<file path="src/design/stok_pkg.sv">
// Shared types, codes and operator table for the source tokenizer stream.
package stok_pkg;

    localparam int unsigned NUM_OPS = 39;
    localparam int unsigned MAX_RES = 3;

    typedef enum logic [2:0] {
        MODE_IDLE   = 3'd0,
        MODE_IDENT  = 3'd1,
        MODE_NUMBER = 3'd2,
        MODE_STRING = 3'd3,
        MODE_OPER   = 3'd4
    } lex_mode_t;

    typedef enum logic [1:0] {
        EV_BEGIN = 2'd0,
        EV_TEXT  = 2'd1,
        EV_END   = 2'd2,
        EV_OPER  = 2'd3
    } event_t;

    typedef enum logic [1:0] {
        KIND_IDENT  = 2'd0,
        KIND_NUMBER = 2'd1,
        KIND_STRING = 2'd2
    } kind_t;

    typedef enum logic [1:0] {
        ERR_NONE         = 2'd0,
        ERR_UNKNOWN_OPER = 2'd1,
        ERR_OPEN_STRING  = 2'd2
    } err_t;

    localparam logic [5:0] OP_NONE = 6'(NUM_OPS);
    localparam logic [7:0] CH_QUOTE = 8'h22;
    localparam logic [7:0] CH_BSLASH = 8'h5C;

    // One result item
    typedef struct packed {
        logic [1:0] event_res;
        logic [1:0] token_kind;
        logic [7:0] text_byte;
        logic [5:0] operator_code;
        logic [1:0] error_code;
    } res_t;

    // Lexer state carried between requests
    typedef struct packed {
        lex_mode_t  mode;
        logic [7:0] pend;
        logic       bs;
    } lex_state_t;

    // Decoder outcome for one request
    typedef struct packed {
        res_t [MAX_RES-1:0] res;
        logic [1:0]         cnt;
        lex_state_t         nxt;
    } dec_t;

    // Operator list: first char, second char (zero for one-char operators)
    localparam logic [15:0] OP_TABLE [0:NUM_OPS-1] = '{
        {"+", 8'h00}, "+=", "++", {"-", 8'h00}, "-=", "--", {"*", 8'h00}, "*=",
        "**", {"/", 8'h00}, "/=", {"%", 8'h00}, "%=", {"=", 8'h00}, "==",
        {">", 8'h00}, ">=", ">>", {"<", 8'h00}, "<=", "<<", {"&", 8'h00}, "&&",
        {"|", 8'h00}, "||", {"^", 8'h00}, "^^", {"~", 8'h00}, {"!", 8'h00},
        "!=", "..", {"@", 8'h00}, {"?", 8'h00}, {":", 8'h00}, {"(", 8'h00},
        {")", 8'h00}, {"[", 8'h00}, {"]", 8'h00}, {",", 8'h00}
    };

    function automatic res_t make_res(event_t ev, kind_t kind, logic [7:0] ch,
                                      logic [5:0] op, err_t err);
        res_t r;
        r.event_res     = ev;
        r.token_kind    = kind;
        r.text_byte     = ch;
        r.operator_code = op;
        r.error_code    = err;
        return r;
    endfunction

    // First matching operator index, OP_NONE when nothing matches
    function automatic logic [5:0] find_op(logic [7:0] c1, logic [7:0] c2);
        logic [5:0] idx;
        idx = OP_NONE;
        for (int i = NUM_OPS - 1; i >= 0; i--) begin
            if (OP_TABLE[i] == {c1, c2}) begin
                idx = 6'(i);
            end
        end
        return idx;
    endfunction

    function automatic logic is_op_start(logic [7:0] c);
        logic hit;
        hit = 1'b0;
        for (int i = 0; i < NUM_OPS; i++) begin
            if (OP_TABLE[i][15:8] == c) begin
                hit = 1'b1;
            end
        end
        return hit && (c != 8'h00);
    endfunction

    function automatic logic is_letter(logic [7:0] c);
        return (c >= "a" && c <= "z") || (c >= "A" && c <= "Z") || c == "_";
    endfunction

    function automatic logic is_digit(logic [7:0] c);
        return c >= "0" && c <= "9";
    endfunction

    // Held operator char reported alone (lone dot is the unknown case)
    function automatic res_t single_op(logic [7:0] c);
        logic [5:0] idx;
        idx = find_op(c, 8'h00);
        if (idx == OP_NONE) begin
            return make_res(EV_OPER, KIND_IDENT, 8'h00, 6'd0, ERR_UNKNOWN_OPER);
        end
        return make_res(EV_OPER, KIND_IDENT, 8'h00, idx, ERR_NONE);
    endfunction

endpackage

</file>
<file path="src/design/stok_if.sv">
// Stream interfaces for source bytes in and token events out.
interface stok_feed_if;
    logic       valid;
    logic       ready;
    logic       action;
    logic [7:0] symbol;

    modport source (output valid, action, symbol, input ready);
    modport sink (input valid, action, symbol, output ready);
endinterface

interface stok_event_if;
    logic       valid;
    logic       ready;
    logic [1:0] event_res;
    logic [1:0] token_kind;
    logic [7:0] text_byte;
    logic [5:0] operator_code;
    logic [1:0] error_code;
    logic       run_last;

    modport source (output valid, event_res, token_kind, text_byte, operator_code,
                    error_code, run_last, input ready);
    modport sink (input valid, event_res, token_kind, text_byte, operator_code,
                  error_code, run_last, output ready);
endinterface

</file>
<file path="src/design/stok_decode.sv">
// Per-request lexer decision: result list and next lexer state.
module stok_decode (
    input  stok_pkg::lex_state_t st,
    input  logic                 action,
    input  logic [7:0]           symbol,
    output stok_pkg::dec_t       dec
);

    logic                 pre_vld;
    stok_pkg::res_t       pre;
    logic                 use_start;
    logic [1:0]           s_cnt;
    stok_pkg::res_t       s0;
    stok_pkg::res_t       s1;
    stok_pkg::lex_mode_t  s_mode;
    logic [5:0]           pair_idx;
    stok_pkg::res_t       res_zero;
    stok_pkg::lex_state_t nxt;

    assign res_zero = '0;
    assign pair_idx = (symbol != 8'h00) ? stok_pkg::find_op(st.pend, symbol)
                                        : stok_pkg::OP_NONE;

    // Token start from an idle lexer
    always_comb
    begin
        s_cnt  = 2'd0;
        s0     = res_zero;
        s1     = res_zero;
        s_mode = stok_pkg::MODE_IDLE;
        priority if (symbol == stok_pkg::CH_QUOTE)
        begin
            s_cnt  = 2'd1;
            s0     = stok_pkg::make_res(stok_pkg::EV_BEGIN, stok_pkg::KIND_STRING,
                                        8'h00, 6'd0, stok_pkg::ERR_NONE);
            s_mode = stok_pkg::MODE_STRING;
        end
        else if (stok_pkg::is_digit(symbol))
        begin
            s_cnt  = 2'd2;
            s0     = stok_pkg::make_res(stok_pkg::EV_BEGIN, stok_pkg::KIND_NUMBER,
                                        8'h00, 6'd0, stok_pkg::ERR_NONE);
            s1     = stok_pkg::make_res(stok_pkg::EV_TEXT, stok_pkg::KIND_NUMBER,
                                        symbol, 6'd0, stok_pkg::ERR_NONE);
            s_mode = stok_pkg::MODE_NUMBER;
        end
        else if (stok_pkg::is_op_start(symbol))
        begin
            s_mode = stok_pkg::MODE_OPER;
        end
        else if (stok_pkg::is_letter(symbol))
        begin
            s_cnt  = 2'd2;
            s0     = stok_pkg::make_res(stok_pkg::EV_BEGIN, stok_pkg::KIND_IDENT,
                                        8'h00, 6'd0, stok_pkg::ERR_NONE);
            s1     = stok_pkg::make_res(stok_pkg::EV_TEXT, stok_pkg::KIND_IDENT,
                                        symbol, 6'd0, stok_pkg::ERR_NONE);
            s_mode = stok_pkg::MODE_IDENT;
        end
        else
        begin
            s_mode = stok_pkg::MODE_IDLE;
        end
    end

    // Mode decision: optional leading result, optional token start
    always_comb
    begin
        pre_vld   = 1'b0;
        pre       = res_zero;
        use_start = 1'b0;
        nxt       = st;
        if (action)
        begin
            unique case (st.mode)
                stok_pkg::MODE_IDENT:
                begin
                    pre_vld = 1'b1;
                    pre = stok_pkg::make_res(stok_pkg::EV_END, stok_pkg::KIND_IDENT,
                                             8'h00, 6'd0, stok_pkg::ERR_NONE);
                end
                stok_pkg::MODE_NUMBER:
                begin
                    pre_vld = 1'b1;
                    pre = stok_pkg::make_res(stok_pkg::EV_END, stok_pkg::KIND_NUMBER,
                                             8'h00, 6'd0, stok_pkg::ERR_NONE);
                end
                stok_pkg::MODE_STRING:
                begin
                    pre_vld = 1'b1;
                    pre = stok_pkg::make_res(stok_pkg::EV_END, stok_pkg::KIND_STRING,
                                             8'h00, 6'd0, stok_pkg::ERR_OPEN_STRING);
                end
                stok_pkg::MODE_OPER:
                begin
                    pre_vld = 1'b1;
                    pre = stok_pkg::single_op(st.pend);
                end
                default:
                begin
                    pre_vld = 1'b0;
                end
            endcase
            nxt.mode = stok_pkg::MODE_IDLE;
            nxt.pend = 8'h00;
            nxt.bs   = 1'b0;
        end
        else
        begin
            unique case (st.mode)
                stok_pkg::MODE_IDENT:
                begin
                    pre_vld = 1'b1;
                    if (stok_pkg::is_letter(symbol) || stok_pkg::is_digit(symbol))
                    begin
                        pre = stok_pkg::make_res(stok_pkg::EV_TEXT, stok_pkg::KIND_IDENT,
                                                 symbol, 6'd0, stok_pkg::ERR_NONE);
                    end
                    else
                    begin
                        pre = stok_pkg::make_res(stok_pkg::EV_END, stok_pkg::KIND_IDENT,
                                                 8'h00, 6'd0, stok_pkg::ERR_NONE);
                        use_start = 1'b1;
                    end
                end
                stok_pkg::MODE_NUMBER:
                begin
                    pre_vld = 1'b1;
                    if (stok_pkg::is_digit(symbol))
                    begin
                        pre = stok_pkg::make_res(stok_pkg::EV_TEXT, stok_pkg::KIND_NUMBER,
                                                 symbol, 6'd0, stok_pkg::ERR_NONE);
                    end
                    else
                    begin
                        pre = stok_pkg::make_res(stok_pkg::EV_END, stok_pkg::KIND_NUMBER,
                                                 8'h00, 6'd0, stok_pkg::ERR_NONE);
                        use_start = 1'b1;
                    end
                end
                stok_pkg::MODE_STRING:
                begin
                    pre_vld = 1'b1;
                    if (symbol == stok_pkg::CH_QUOTE && !st.bs)
                    begin
                        pre = stok_pkg::make_res(stok_pkg::EV_END, stok_pkg::KIND_STRING,
                                                 8'h00, 6'd0, stok_pkg::ERR_NONE);
                        nxt.mode = stok_pkg::MODE_IDLE;
                        nxt.bs   = 1'b0;
                    end
                    else
                    begin
                        pre = stok_pkg::make_res(stok_pkg::EV_TEXT, stok_pkg::KIND_STRING,
                                                 symbol, 6'd0, stok_pkg::ERR_NONE);
                        nxt.bs = (symbol == stok_pkg::CH_BSLASH);
                    end
                end
                stok_pkg::MODE_OPER:
                begin
                    pre_vld = 1'b1;
                    if (pair_idx != stok_pkg::OP_NONE)
                    begin
                        pre = stok_pkg::make_res(stok_pkg::EV_OPER, stok_pkg::KIND_IDENT,
                                                 8'h00, pair_idx, stok_pkg::ERR_NONE);
                        nxt.mode = stok_pkg::MODE_IDLE;
                    end
                    else
                    begin
                        pre = stok_pkg::single_op(st.pend);
                        use_start = 1'b1;
                    end
                end
                default:
                begin
                    use_start = 1'b1;
                end
            endcase
            // Token start updates mode, held operator char and escape flag
            if (use_start)
            begin
                nxt.mode = s_mode;
                if (s_mode == stok_pkg::MODE_OPER)
                begin
                    nxt.pend = symbol;
                end
                if (s_mode == stok_pkg::MODE_STRING)
                begin
                    nxt.bs = 1'b0;
                end
            end
            if (st.mode == stok_pkg::MODE_OPER && nxt.mode != stok_pkg::MODE_OPER)
            begin
                nxt.pend = 8'h00;
            end
        end
    end

    // Pack the leading result ahead of the start results
    always_comb
    begin
        dec.res = '0;
        dec.cnt = 2'd0;
        dec.nxt = nxt;
        if (pre_vld)
        begin
            dec.res[0] = pre;
            if (use_start)
            begin
                dec.res[1] = s0;
                dec.res[2] = s1;
                dec.cnt    = 2'd1 + s_cnt;
            end
            else
            begin
                dec.cnt = 2'd1;
            end
        end
        else if (use_start)
        begin
            dec.res[0] = s0;
            dec.res[1] = s1;
            dec.cnt    = s_cnt;
        end
    end

endmodule

</file>
<file path="src/design/stok_queue.sv">
// Result register bank: holds one request's results and sends them one a cycle while emit.ready is high.
module stok_queue (
    input  logic                 clk,
    input  logic                 rst_n,
    input  logic                 push,
    input  stok_pkg::dec_t       dec,
    output logic                 can_push,
    stok_event_if.source         emit
);

    stok_pkg::res_t [stok_pkg::MAX_RES-1:0] ent_reg;
    logic [1:0]     cnt_reg;
    logic [1:0]     ptr_reg;
    logic [1:0]     cnt_next;
    logic [1:0]     ptr_next;
    logic           empty;
    logic           last;
    logic           pop;
    stok_pkg::res_t head;

    assign empty    = (ptr_reg == cnt_reg);
    assign last     = (ptr_reg == cnt_reg - 2'd1);
    assign pop      = !empty && emit.ready;
    assign can_push = empty || (pop && last);

    // Head entry select
    always_comb
    begin
        unique case (ptr_reg)
            2'd0:    head = ent_reg[0];
            2'd1:    head = ent_reg[1];
            2'd2:    head = ent_reg[2];
            default: head = '0;
        endcase
    end

    assign emit.valid         = !empty;
    assign emit.event_res     = head.event_res;
    assign emit.token_kind    = head.token_kind;
    assign emit.text_byte     = head.text_byte;
    assign emit.operator_code = head.operator_code;
    assign emit.error_code    = head.error_code;
    assign emit.run_last      = last;

    // Read pointer and fill count
    always_comb
    begin
        cnt_next = cnt_reg;
        ptr_next = ptr_reg;
        if (push)
        begin
            cnt_next = dec.cnt;
            ptr_next = 2'd0;
        end
        else if (pop)
        begin
            ptr_next = ptr_reg + 2'd1;
        end
    end

    always_ff @(posedge clk or negedge rst_n)
    begin
        if (!rst_n)
        begin
            cnt_reg <= 2'd0;
            ptr_reg <= 2'd0;
        end
        else
        begin
            cnt_reg <= cnt_next;
            ptr_reg <= ptr_next;
        end
    end

    // Result payload, no reset
    always_ff @(posedge clk)
    begin
        if (push)
        begin
            ent_reg <= dec.res;
        end
    end

    a_ptr_bound: assert property (@(posedge clk) disable iff (!rst_n)
        ptr_reg <= cnt_reg)
        else $error("read pointer past fill count");

    a_cnt_bound: assert property (@(posedge clk) disable iff (!rst_n)
        cnt_reg <= 2'(stok_pkg::MAX_RES))
        else $error("fill count above result limit");

    a_keep_group: assert property (@(posedge clk) disable iff (!rst_n)
        (pop && !last) |=> emit.valid)
        else $error("result group cut short");

    a_load: assert property (@(posedge clk) disable iff (!rst_n)
        (push && dec.cnt != 2'd0) |=> (emit.valid && ptr_reg == 2'd0))
        else $error("loaded results not presented");

endmodule

</file>
<file path="src/design/source_tokenizer_stream_core.sv">
// Top level of the source tokenizer stream: lexer state, decoder and result bank.
//
// Usage:
//   feed carries one source byte per request (action 0) or an end-of-input
//   request (action 1). emit carries token events: begin, text character,
//   end, or operator code, with run_last marking the final event of a request.
//   A request gives zero to three events.
// Latency: events of a request appear the cycle after it is accepted.
// Throughput: one request per cycle while each gives at most one event and
//   emit.ready stays high; a request giving several events holds the result
//   bank, and the next request is taken in the same cycle its last event is
//   taken. A request giving no event leaves the bank empty, so the
//   next request is taken on the following cycle.
// Stall: when emit.ready is low the held event stays put; feed.ready is low
//   whenever the bank holds an event, except in the cycle its last event is
//   taken.
// Reset: rst_n clears the lexer to idle with no held operator and empties
//   the result bank.
module source_tokenizer_stream_core (
    input  logic         clk,
    input  logic         rst_n,
    stok_feed_if.sink    feed,
    stok_event_if.source emit
);

    stok_pkg::lex_state_t st_reg;
    stok_pkg::lex_state_t st_next;
    stok_pkg::dec_t       dec;
    logic                 can_push;
    logic                 push;

    assign feed.ready = can_push;
    assign push       = feed.valid && can_push;

    stok_decode u_decode (
        .st     (st_reg),
        .action (feed.action),
        .symbol (feed.symbol),
        .dec    (dec)
    );

    stok_queue u_queue (
        .clk      (clk),
        .rst_n    (rst_n),
        .push     (push),
        .dec      (dec),
        .can_push (can_push),
        .emit     (emit)
    );

    // Lexer state advances on each accepted request
    assign st_next = push ? dec.nxt : st_reg;

    always_ff @(posedge clk or negedge rst_n)
    begin
        if (!rst_n)
        begin
            st_reg.mode <= stok_pkg::MODE_IDLE;
            st_reg.pend <= 8'h00;
            st_reg.bs   <= 1'b0;
        end
        else
        begin
            st_reg <= st_next;
        end
    end

    a_pend_oper: assert property (@(posedge clk) disable iff (!rst_n)
        (st_reg.mode != stok_pkg::MODE_OPER) |-> (st_reg.pend == 8'h00))
        else $error("held operator char outside operator mode");

    a_end_idle: assert property (@(posedge clk) disable iff (!rst_n)
        (push && feed.action) |=> (st_reg.mode == stok_pkg::MODE_IDLE))
        else $error("lexer not idle after end of input");

    a_oper_held: assert property (@(posedge clk) disable iff (!rst_n)
        (st_reg.mode == stok_pkg::MODE_OPER) |-> stok_pkg::is_op_start(st_reg.pend))
        else $error("held char starts no operator");

endmodule
</file>
<file path="src/flat_wrapper.sv">
// flat-port wrapper written by rule: the top's interface ports become plain ports
module source_tokenizer_stream_core_flat 
  (clk, rst_n, feed_valid, feed_action, feed_symbol, feed_ready, emit_valid, emit_event_res, emit_token_kind, emit_text_byte, emit_operator_code, emit_error_code, emit_run_last, emit_ready);
  stok_feed_if feed_i ();
  stok_event_if emit_i ();
  input  logic clk;
  input  logic rst_n;
  input wire logic [$bits(feed_i.valid)-1:0] feed_valid;
  input wire logic [$bits(feed_i.action)-1:0] feed_action;
  input wire logic [$bits(feed_i.symbol)-1:0] feed_symbol;
  output wire logic [$bits(feed_i.ready)-1:0] feed_ready;
  output wire logic [$bits(emit_i.valid)-1:0] emit_valid;
  output wire logic [$bits(emit_i.event_res)-1:0] emit_event_res;
  output wire logic [$bits(emit_i.token_kind)-1:0] emit_token_kind;
  output wire logic [$bits(emit_i.text_byte)-1:0] emit_text_byte;
  output wire logic [$bits(emit_i.operator_code)-1:0] emit_operator_code;
  output wire logic [$bits(emit_i.error_code)-1:0] emit_error_code;
  output wire logic [$bits(emit_i.run_last)-1:0] emit_run_last;
  input wire logic [$bits(emit_i.ready)-1:0] emit_ready;
  assign feed_i.valid = feed_valid;
  assign feed_i.action = feed_action;
  assign feed_i.symbol = feed_symbol;
  assign feed_ready = feed_i.ready;
  assign emit_valid = emit_i.valid;
  assign emit_event_res = emit_i.event_res;
  assign emit_token_kind = emit_i.token_kind;
  assign emit_text_byte = emit_i.text_byte;
  assign emit_operator_code = emit_i.operator_code;
  assign emit_error_code = emit_i.error_code;
  assign emit_run_last = emit_i.run_last;
  assign emit_i.ready = emit_ready;
  source_tokenizer_stream_core u_core (.clk(clk), .rst_n(rst_n), .feed(feed_i), .emit(emit_i));
endmodule
</file>
<file path="config.mk">
export PLATFORM = sky130hd
export DESIGN_NAME = source_tokenizer_stream_core_flat
export DESIGN_NICKNAME = d
export VERILOG_FILES = /design/src/design/stok_pkg.sv /design/src/design/stok_if.sv /design/src/design/stok_decode.sv /design/src/design/stok_queue.sv /design/src/design/source_tokenizer_stream_core.sv /design/src/flat_wrapper.sv
export SDC_FILE = /design/constraint.sdc
export NUM_CORES = 1
export LEC_CHECK = 0
export ABC_AREA = 1
export ABC_CLOCK_PERIOD_IN_PS = 2600
export BUFFER_PORTS_ARGS = -buffer_cell sky130_fd_sc_hd__buf_2
export CORE_ASPECT_RATIO = 1.4
export CORE_MARGIN = 3
export CORE_UTILIZATION = 44
export DETAILED_ROUTE_END_ITERATION = 10
export PLACE_DENSITY = 0.73
export SLEW_MARGIN = 20
export SYNTH_ARGS = -nofsm -noshare
export SYNTH_HDL_FRONTEND = slang
export SYNTH_SLANG_ARGS = --single-unit
</file>
<file path="constraint.sdc">
create_clock -name clk -period 2.6 [get_ports clk]
set_input_delay 0.78 -clock clk [delete_from_list [all_inputs] [get_ports clk]]
set_output_delay 0.78 -clock clk [all_outputs]
set_load 0.02 [all_outputs]
</file>
======== Word-level counts from Yosys, hierarchy flattened ========
Index checks and enable logic that the tools add are counted.
storage, ports and cells
  input bits .............................. 13
  word-level logic and storage cells ...... 298
  output and inout port bits .............. 23
  flip-flop bits (word level) ............. 76
operators by class
  add/subtract/negate cells ............... 3
  muxes and demuxes ....................... 147
  $lt $le $gt $ge ......................... 6
  reduce and logical (&&, ||, !) cells .... 23
  equal/unequal tests ..................... 99
operators by type and width
  operator                                                                             count
  14-bit by 16-bit equality test with 1-bit output, first input constant               31
  6-bit 2-to-1 mux                                                                     58
  20-bit 2-to-1 mux                                                                    13
  6-bit by 8-bit equality test with 1-bit output, first input constant                 31
  20-bit one-hot mux with 4 select lines                                               2
  15-bit by 16-bit equality test with 1-bit output, first input constant               8
  7-bit by 8-bit equality test with 1-bit output, first input constant                 12
  42-bit 2-to-1 mux                                                                    2
  20-bit one-hot mux with 3 select lines                                               1
  1-bit 2-to-1 mux                                                                     43
  19-bit 2-to-1 mux                                                                    2
  12-bit 2-to-1 mux                                                                    3
  3-bit 2-to-1 mux                                                                     9
  2-bit 2-to-1 mux                                                                     9
  17-bit 2-to-1 mux                                                                    1
  8-bit by 7-bit equality test with 1-bit output, second input constant                2
  8-bit by 7-bit greater-or-equal comparator with 1-bit output, second input constant  2
  8-bit by 7-bit <= comparator with 1-bit output, second input constant                2
  8-bit 2-to-1 mux                                                                     2
  6-bit equality test, second input constant                                           2
  3-bit by 2-bit equality test with 1-bit output, second input constant                3
  1-bit logical AND                                                                    9
  8-bit by 6-bit equality test with 1-bit output, second input constant                1
  8-bit by 6-bit greater-or-equal comparator with 1-bit output, second input constant  1
  other kinds (22)                                                                     29

======== Longest topological paths before layout ========
  depth after elaboration ................. 55
  gate-level depth with buffers ........... 21
  mapped depth without buffers ............ 21

======== Cells and area by module ========
Synthesis repeated with hierarchy kept, for this count alone.
unflattened totals
  cell total of the unflattened synthesis .. 684
  area total of the unflattened synthesis .. 5104.9 µm²
modules (own cells, without submodules)
  module                        area an instance (µm²)  sequential area each (µm²)  cells an instance  times used
  stok_queue                    2621.3                  1901.8                      227                1
  stok_decode                   1996.9                  0.0                         404                1
  source_tokenizer_stream_core  486.7                   300.3                       53                 1

======== Least setup slack after synthesis ========
No wires, ideal clock.
  path type ............................... input port to flip-flop
  start point ............................. in emit_ready
  end point ............................... reg u_core.u_queue.ent_reg[0] (netlist name), enable pin
  buffers on the path ..................... 0
  cell stages on the path ................. 4
  required time ........................... 2.200 ns
  library setup time ...................... 0.400 ns
  path slack .............................. -0.400 ns
  arrival time ............................ 2.600 ns
  cells stage by stage .................... inv_1 o21ai_0 nand2_1 inv_1
on the way
  longest elaborated chain between the ends .. 4
RTL lines
  element               line                                source
  from (decl)           flat_wrapper.sv:19                  input wire logic [$bits(emit_i.ready)-1:0] emit_ready;
  1-bit logical AND     stok_queue.sv:23                    assign pop = !empty && emit.ready;
  1-bit logical AND     stok_queue.sv:24                    assign can_push = empty || (pop && last);
  1-bit logical OR      stok_queue.sv:24
  via feed_ready        flat_wrapper.sv:11                  output wire logic [$bits(feed_i.ready)-1:0] feed_ready;
  1-bit logical AND     source_tokenizer_stream_core.sv:33  assign push = feed.valid && can_push;
  via u_core.push       source_tokenizer_stream_core.sv:30  logic push;
  to (signal assigned)  stok_queue.sv:80                    ent_reg <= dec.res;
  to (decl)             stok_queue.sv:11                    stok_pkg::res_t [stok_pkg::MAX_RES-1:0] ent_reg;
The timed path passes the listed nets, and every way through them passes these cells.
A chain may end at the register's enable or synchronous reset.

======== Worst setup path in the final report ========
  start point ............................. in feed_symbol[4]
  end point ............................... reg u_core.u_queue.ent_reg[31] (netlist name), data pin
on the way
  longest elaborated chain between the ends .. 48
  elaborated cells on any way between the ends .. 156
  those cells by class .................... 6 x order compare; 64 x eq/ne; 78 x mux; 8 x reduce/logical
RTL lines
  element                                                        line                                    source
  from (decl)                                                    flat_wrapper.sv:10                      input wire logic [$bits(feed_i.symbol)-1:0] feed_symbol;
  14-bit by 16-bit equality test with 1-bit output               stok_pkg.sv:87                          if (OP_TABLE[i] == {c1, c2}) begin
  1-bit 2-to-1 mux                                               stok_pkg.sv:87
  2-bit 2-to-1 mux (2 in series)                                 stok_pkg.sv:87
  3-bit 2-to-1 mux (4 in series)                                 stok_pkg.sv:87
  6-bit 2-to-1 mux (32 in series)                                stok_pkg.sv:87
  6-bit 2-to-1 mux                                               stok_decode.sv:21                       assign pair_idx = (symbol != 8'h00) ? stok_pkg::find_op(st.pend, symbol)
  6-bit != test                                                  stok_decode.sv:161                      if (pair_idx != stok_pkg::OP_NONE)
  1-bit 2-to-1 mux                                               stok_decode.sv:161
  1-bit one-hot mux with 4 select lines                          stok_decode.sv:110                      unique case (st.mode)
  1-bit 2-to-1 mux (2 in series)                                 stok_decode.sv:73                       if (action)
  42-bit 2-to-1 mux / 20-bit 2-to-1 mux (equally long branches)  stok_decode.sv:218, stok_decode.sv:207
  42-bit 2-to-1 mux (*)                                          stok_decode.sv:204                      if (pre_vld)
Every way passes the cells marked *; elsewhere a longest branch is shown, timed or not. The select of a mux whose other input is x is not followed.

==> results.cfg <==
[synth]
yosysSeqAreaShare_pct = 40.5
async_flop_share_pct = 28.1
ys_types = 38
synth_seq_cells = 57
synth_edf_count = 41
syn-cell-area_um2 = 4030
synth_ff_type = edfxtp_1
ys_warn_count = 0
syn_area_per_cell_um2 = 6.95
netlist_instances = 580

[worst_setup_path]
critPathLaunchType = input port
critical-path-top-delay-family = simple AND/OR/NAND/NOR gates
critPathSlowestCell = nand4_4
required_ps = 2670
path_cells = buf_4 > nor2_2 > nand4_4 > buf_4 > buf_4 > a21oi_2 > nor2_2 > nand4_1 > nor2_2 > nand2_2 > nand2_4 > nand2_4 > nand2_8 > nand2_8 > nor2_4 > nand2_4 > nor2_1
critPathBufInv = 3
path_class = in -> reg
path_max_fanout = 8
slowest_delay_ps = 190
crit_arrival_ps = 2590
critPathCaptureType = register

[job]
drv_cap = 0

[clocking]
cts_hold_buf = 0
clk_latency_ps = 320
root_buffer = clkbuf_16
clkTransAtPathRegs_ps = 50
clk_path_buf_depth = 2
cts-buffers-inserted = 9
clock_sinks = 57
cts_tree = done
cts_max_level = 3

[sta]
rsz0062_at_grt = true
setup_viol = 0
fin_crit_ps = 2520
max_freq_mhz = 397
timing.final.crit_share_pct = 96.8
slew_violations = 0
skew_ps = 3.18
fin_hold_ws_ps = 369
hold_viol = 0

[grt]
grt_pass1_vias = 4184
grt_pass1_wl_mm = 19.0
antenna_found_initial = 0
grt_usage_pct = 23.3
grt_overflow = 0
grt_max_degree = 37

[routing]
drc = 0
vias = 4326
drt_iter0_drc = 244
routed_wl_mm = 12.3
vias_per_cell = 5.18
post_drt_wl_per_cell_um = 14.8
drtPass1Iterations = 6
drtAntennaViolNets = 0

[hold_path]
worst_hold_path_type = in -> async

[finish]
nets = 742
fin_area_um2 = 5820
final_cells = 835
final_layout_size_suffix_gt1_share_pct = 36.4
n_antenna_cell = 0
area_delta_synth_final_pct = 44.5
largest_reg_flops = 41

[power_and_ir_drop]
powerDensity_nw_per_um2 = 894
leakage_nw = 2.90
vdd_drop_max_mv = 0.784

[floorplanning]
initial_core_util_pct = 46.0
pin_count = 36
fp.dieW_um = 86.9
die-area_um2 = 10400
coreArea_um2 = 8760
die_h_um = 119
num_rows = 40

[place]
gp_congestion = 0.976
dp.cells = 796
io_buffers = 35
dpl-instance-area_um2 = 4930
place_hpwl_mm = 9.28

[run_status]
outcome = complete, no violations
-- through the flow --
stage                     TNS [ps]  worst slack, ps  utilization [%]  power, mW
after global routing          -177            -29.7             66.5       5.57
after floorplan                  0            0.170                -       3.05
final                            0             84.0             66.5       5.21
after global placement      -17050             -523             56.3       3.74
after CTS                        0             12.6             60.2       5.00
after detailed placement    -17770             -550             56.3       3.81
-- cell type report --
cell class              instances  area (um^2)
fillers                       723         2930
well taps                     105          131
clock buffers                  11          253
repair buffers                139         1060
clock inverters                 5         53.8
repair inverters                1         8.76
multi-input cells             409         2250
flip-flops and latches         57         1640
inverters                     108          432
-- repair_timing --
action                                  4_1_cts  5_1_grt
pin swaps                                     1        8
endpoints found under the setup margin       30       52
setup buffers                                 0       22
gates cloned                                  0        1
gates resized for setup                      10      130
-- cell families (layout without fill, tap and decap cells) --
| group | count (synthesis) | in the layout | share of synthesized area (%) |
|---|---|---|---|
| AND/OR/NAND/NOR | 337 | 337 | 36.9 |
| AO/OA/AOI/OAI | 65 | 65 | 9.93 |
| XOR/XNOR | 1 | 1 | 0.217 |
| other | 1 | 2 | 0.0930 |
| buffers and inverters | 115 | 264 | 11.1 |
| adder cells (fa/ha/maj) | 4 | 4 | 1.24 |
| flip-flops | 57 | 57 | 40.5 |
-- Yosys cell counts, types with 7 or more instances --
cell	n	area [um^2]
inv_1	99	372
o21ai_0	25	125
inv_2	7	26.3
nand2_1	159	597
edfxtp_1	41	1230
nor3_1	19	95.1
o21ai_2	7	61.3
nand3_1	34	170
dfrtp_1	16	400
nor2_1	84	315
nand4_1	15	93.8
a21oi_1	13	65.1
-- worst paths after layout --
path / start / to / slack, ps / cells past startpoint
setup / recovery: feed_symbol[4] / u_core.u_queue.ent_reg[31]$_SDFFCE_PP0P_ / 80 / 17
hold / removal: rst_n / u_core.st_reg[4]$_DFFE_PN0P_ / 370 / 1
setup reg to reg: u_core.st_reg[5]$_DFFE_PN0P_ / u_core.u_queue.ent_reg[31]$_SDFFCE_PP0P_ / 120 / 16
hold reg to reg: u_core.u_queue.cnt_reg[0]$_DFFE_PN0P_ / u_core.u_queue.cnt_reg[0]$_DFFE_PN0P_ / 520 / 2
max in group asynchronous: rst_n / u_core.st_reg[5]$_DFFE_PN0P_ / 1940 / 1
min in group clk: u_core.u_queue.cnt_reg[0]$_DFFE_PN0P_ / u_core.u_queue.cnt_reg[0]$_DFFE_PN0P_ / 520 / 2
-- cell usage in the layout, fill, tap and decap left out, drive strengths merged --
| master | netlist | layout |
|---|---|---|
| ha | 4 | 4 |
| a31oi | 2 | 2 |
| o32ai | 1 | 1 |
| clkinv | 1 | 5 |
| clkinvlp | 0 | 3 |
| nor3 | 21 | 21 |
| o21a | 2 | 2 |
| or2 | 1 | 1 |
| xnor2 | 1 | 1 |
| nor2 | 91 | 91 |
| a32o | 1 | 1 |
| inv | 107 | 105 |
| o211ai | 1 | 1 |
| a211oi | 2 | 2 |
| dfrtp | 16 | 16 |
| clkbuf | 5 | 11 |
| nand4 | 16 | 16 |
| nand3 | 34 | 34 |
| conb | 1 | 2 |
| edfxtp | 41 | 41 |
| bufinv | 0 | 1 |
| o22ai | 6 | 6 |
| a21oi | 14 | 14 |
| buf | 2 | 139 |
| nor4 | 6 | 6 |
| nand2 | 168 | 168 |
| o31ai | 1 | 1 |
| a2111oi | 1 | 1 |
| o21ai | 34 | 34 |
-- metal layers --
metal,share of wire (%),track usage (%),vias up
li1,-,-,2163
met1,39,26.6,2003
met2,53,40.7,115
met3,3.8,3.67,45
met4,4.8,12.4,0
met5,0,0,-
-- power by group --
part / leakage, nW / switching [mW] / total (mW) / internal, mW
Combinational: 2.15 / 1.62 / 2.45 / 0.828
Sequential: 0.605 / 0.167 / 1.58 / 1.41
Clock: 0.145 / 0.395 / 1.18 / 0.787
Total: 2.90 / 2.18 / 5.21 / 3.03
Power figures use the tool's default switching activity.
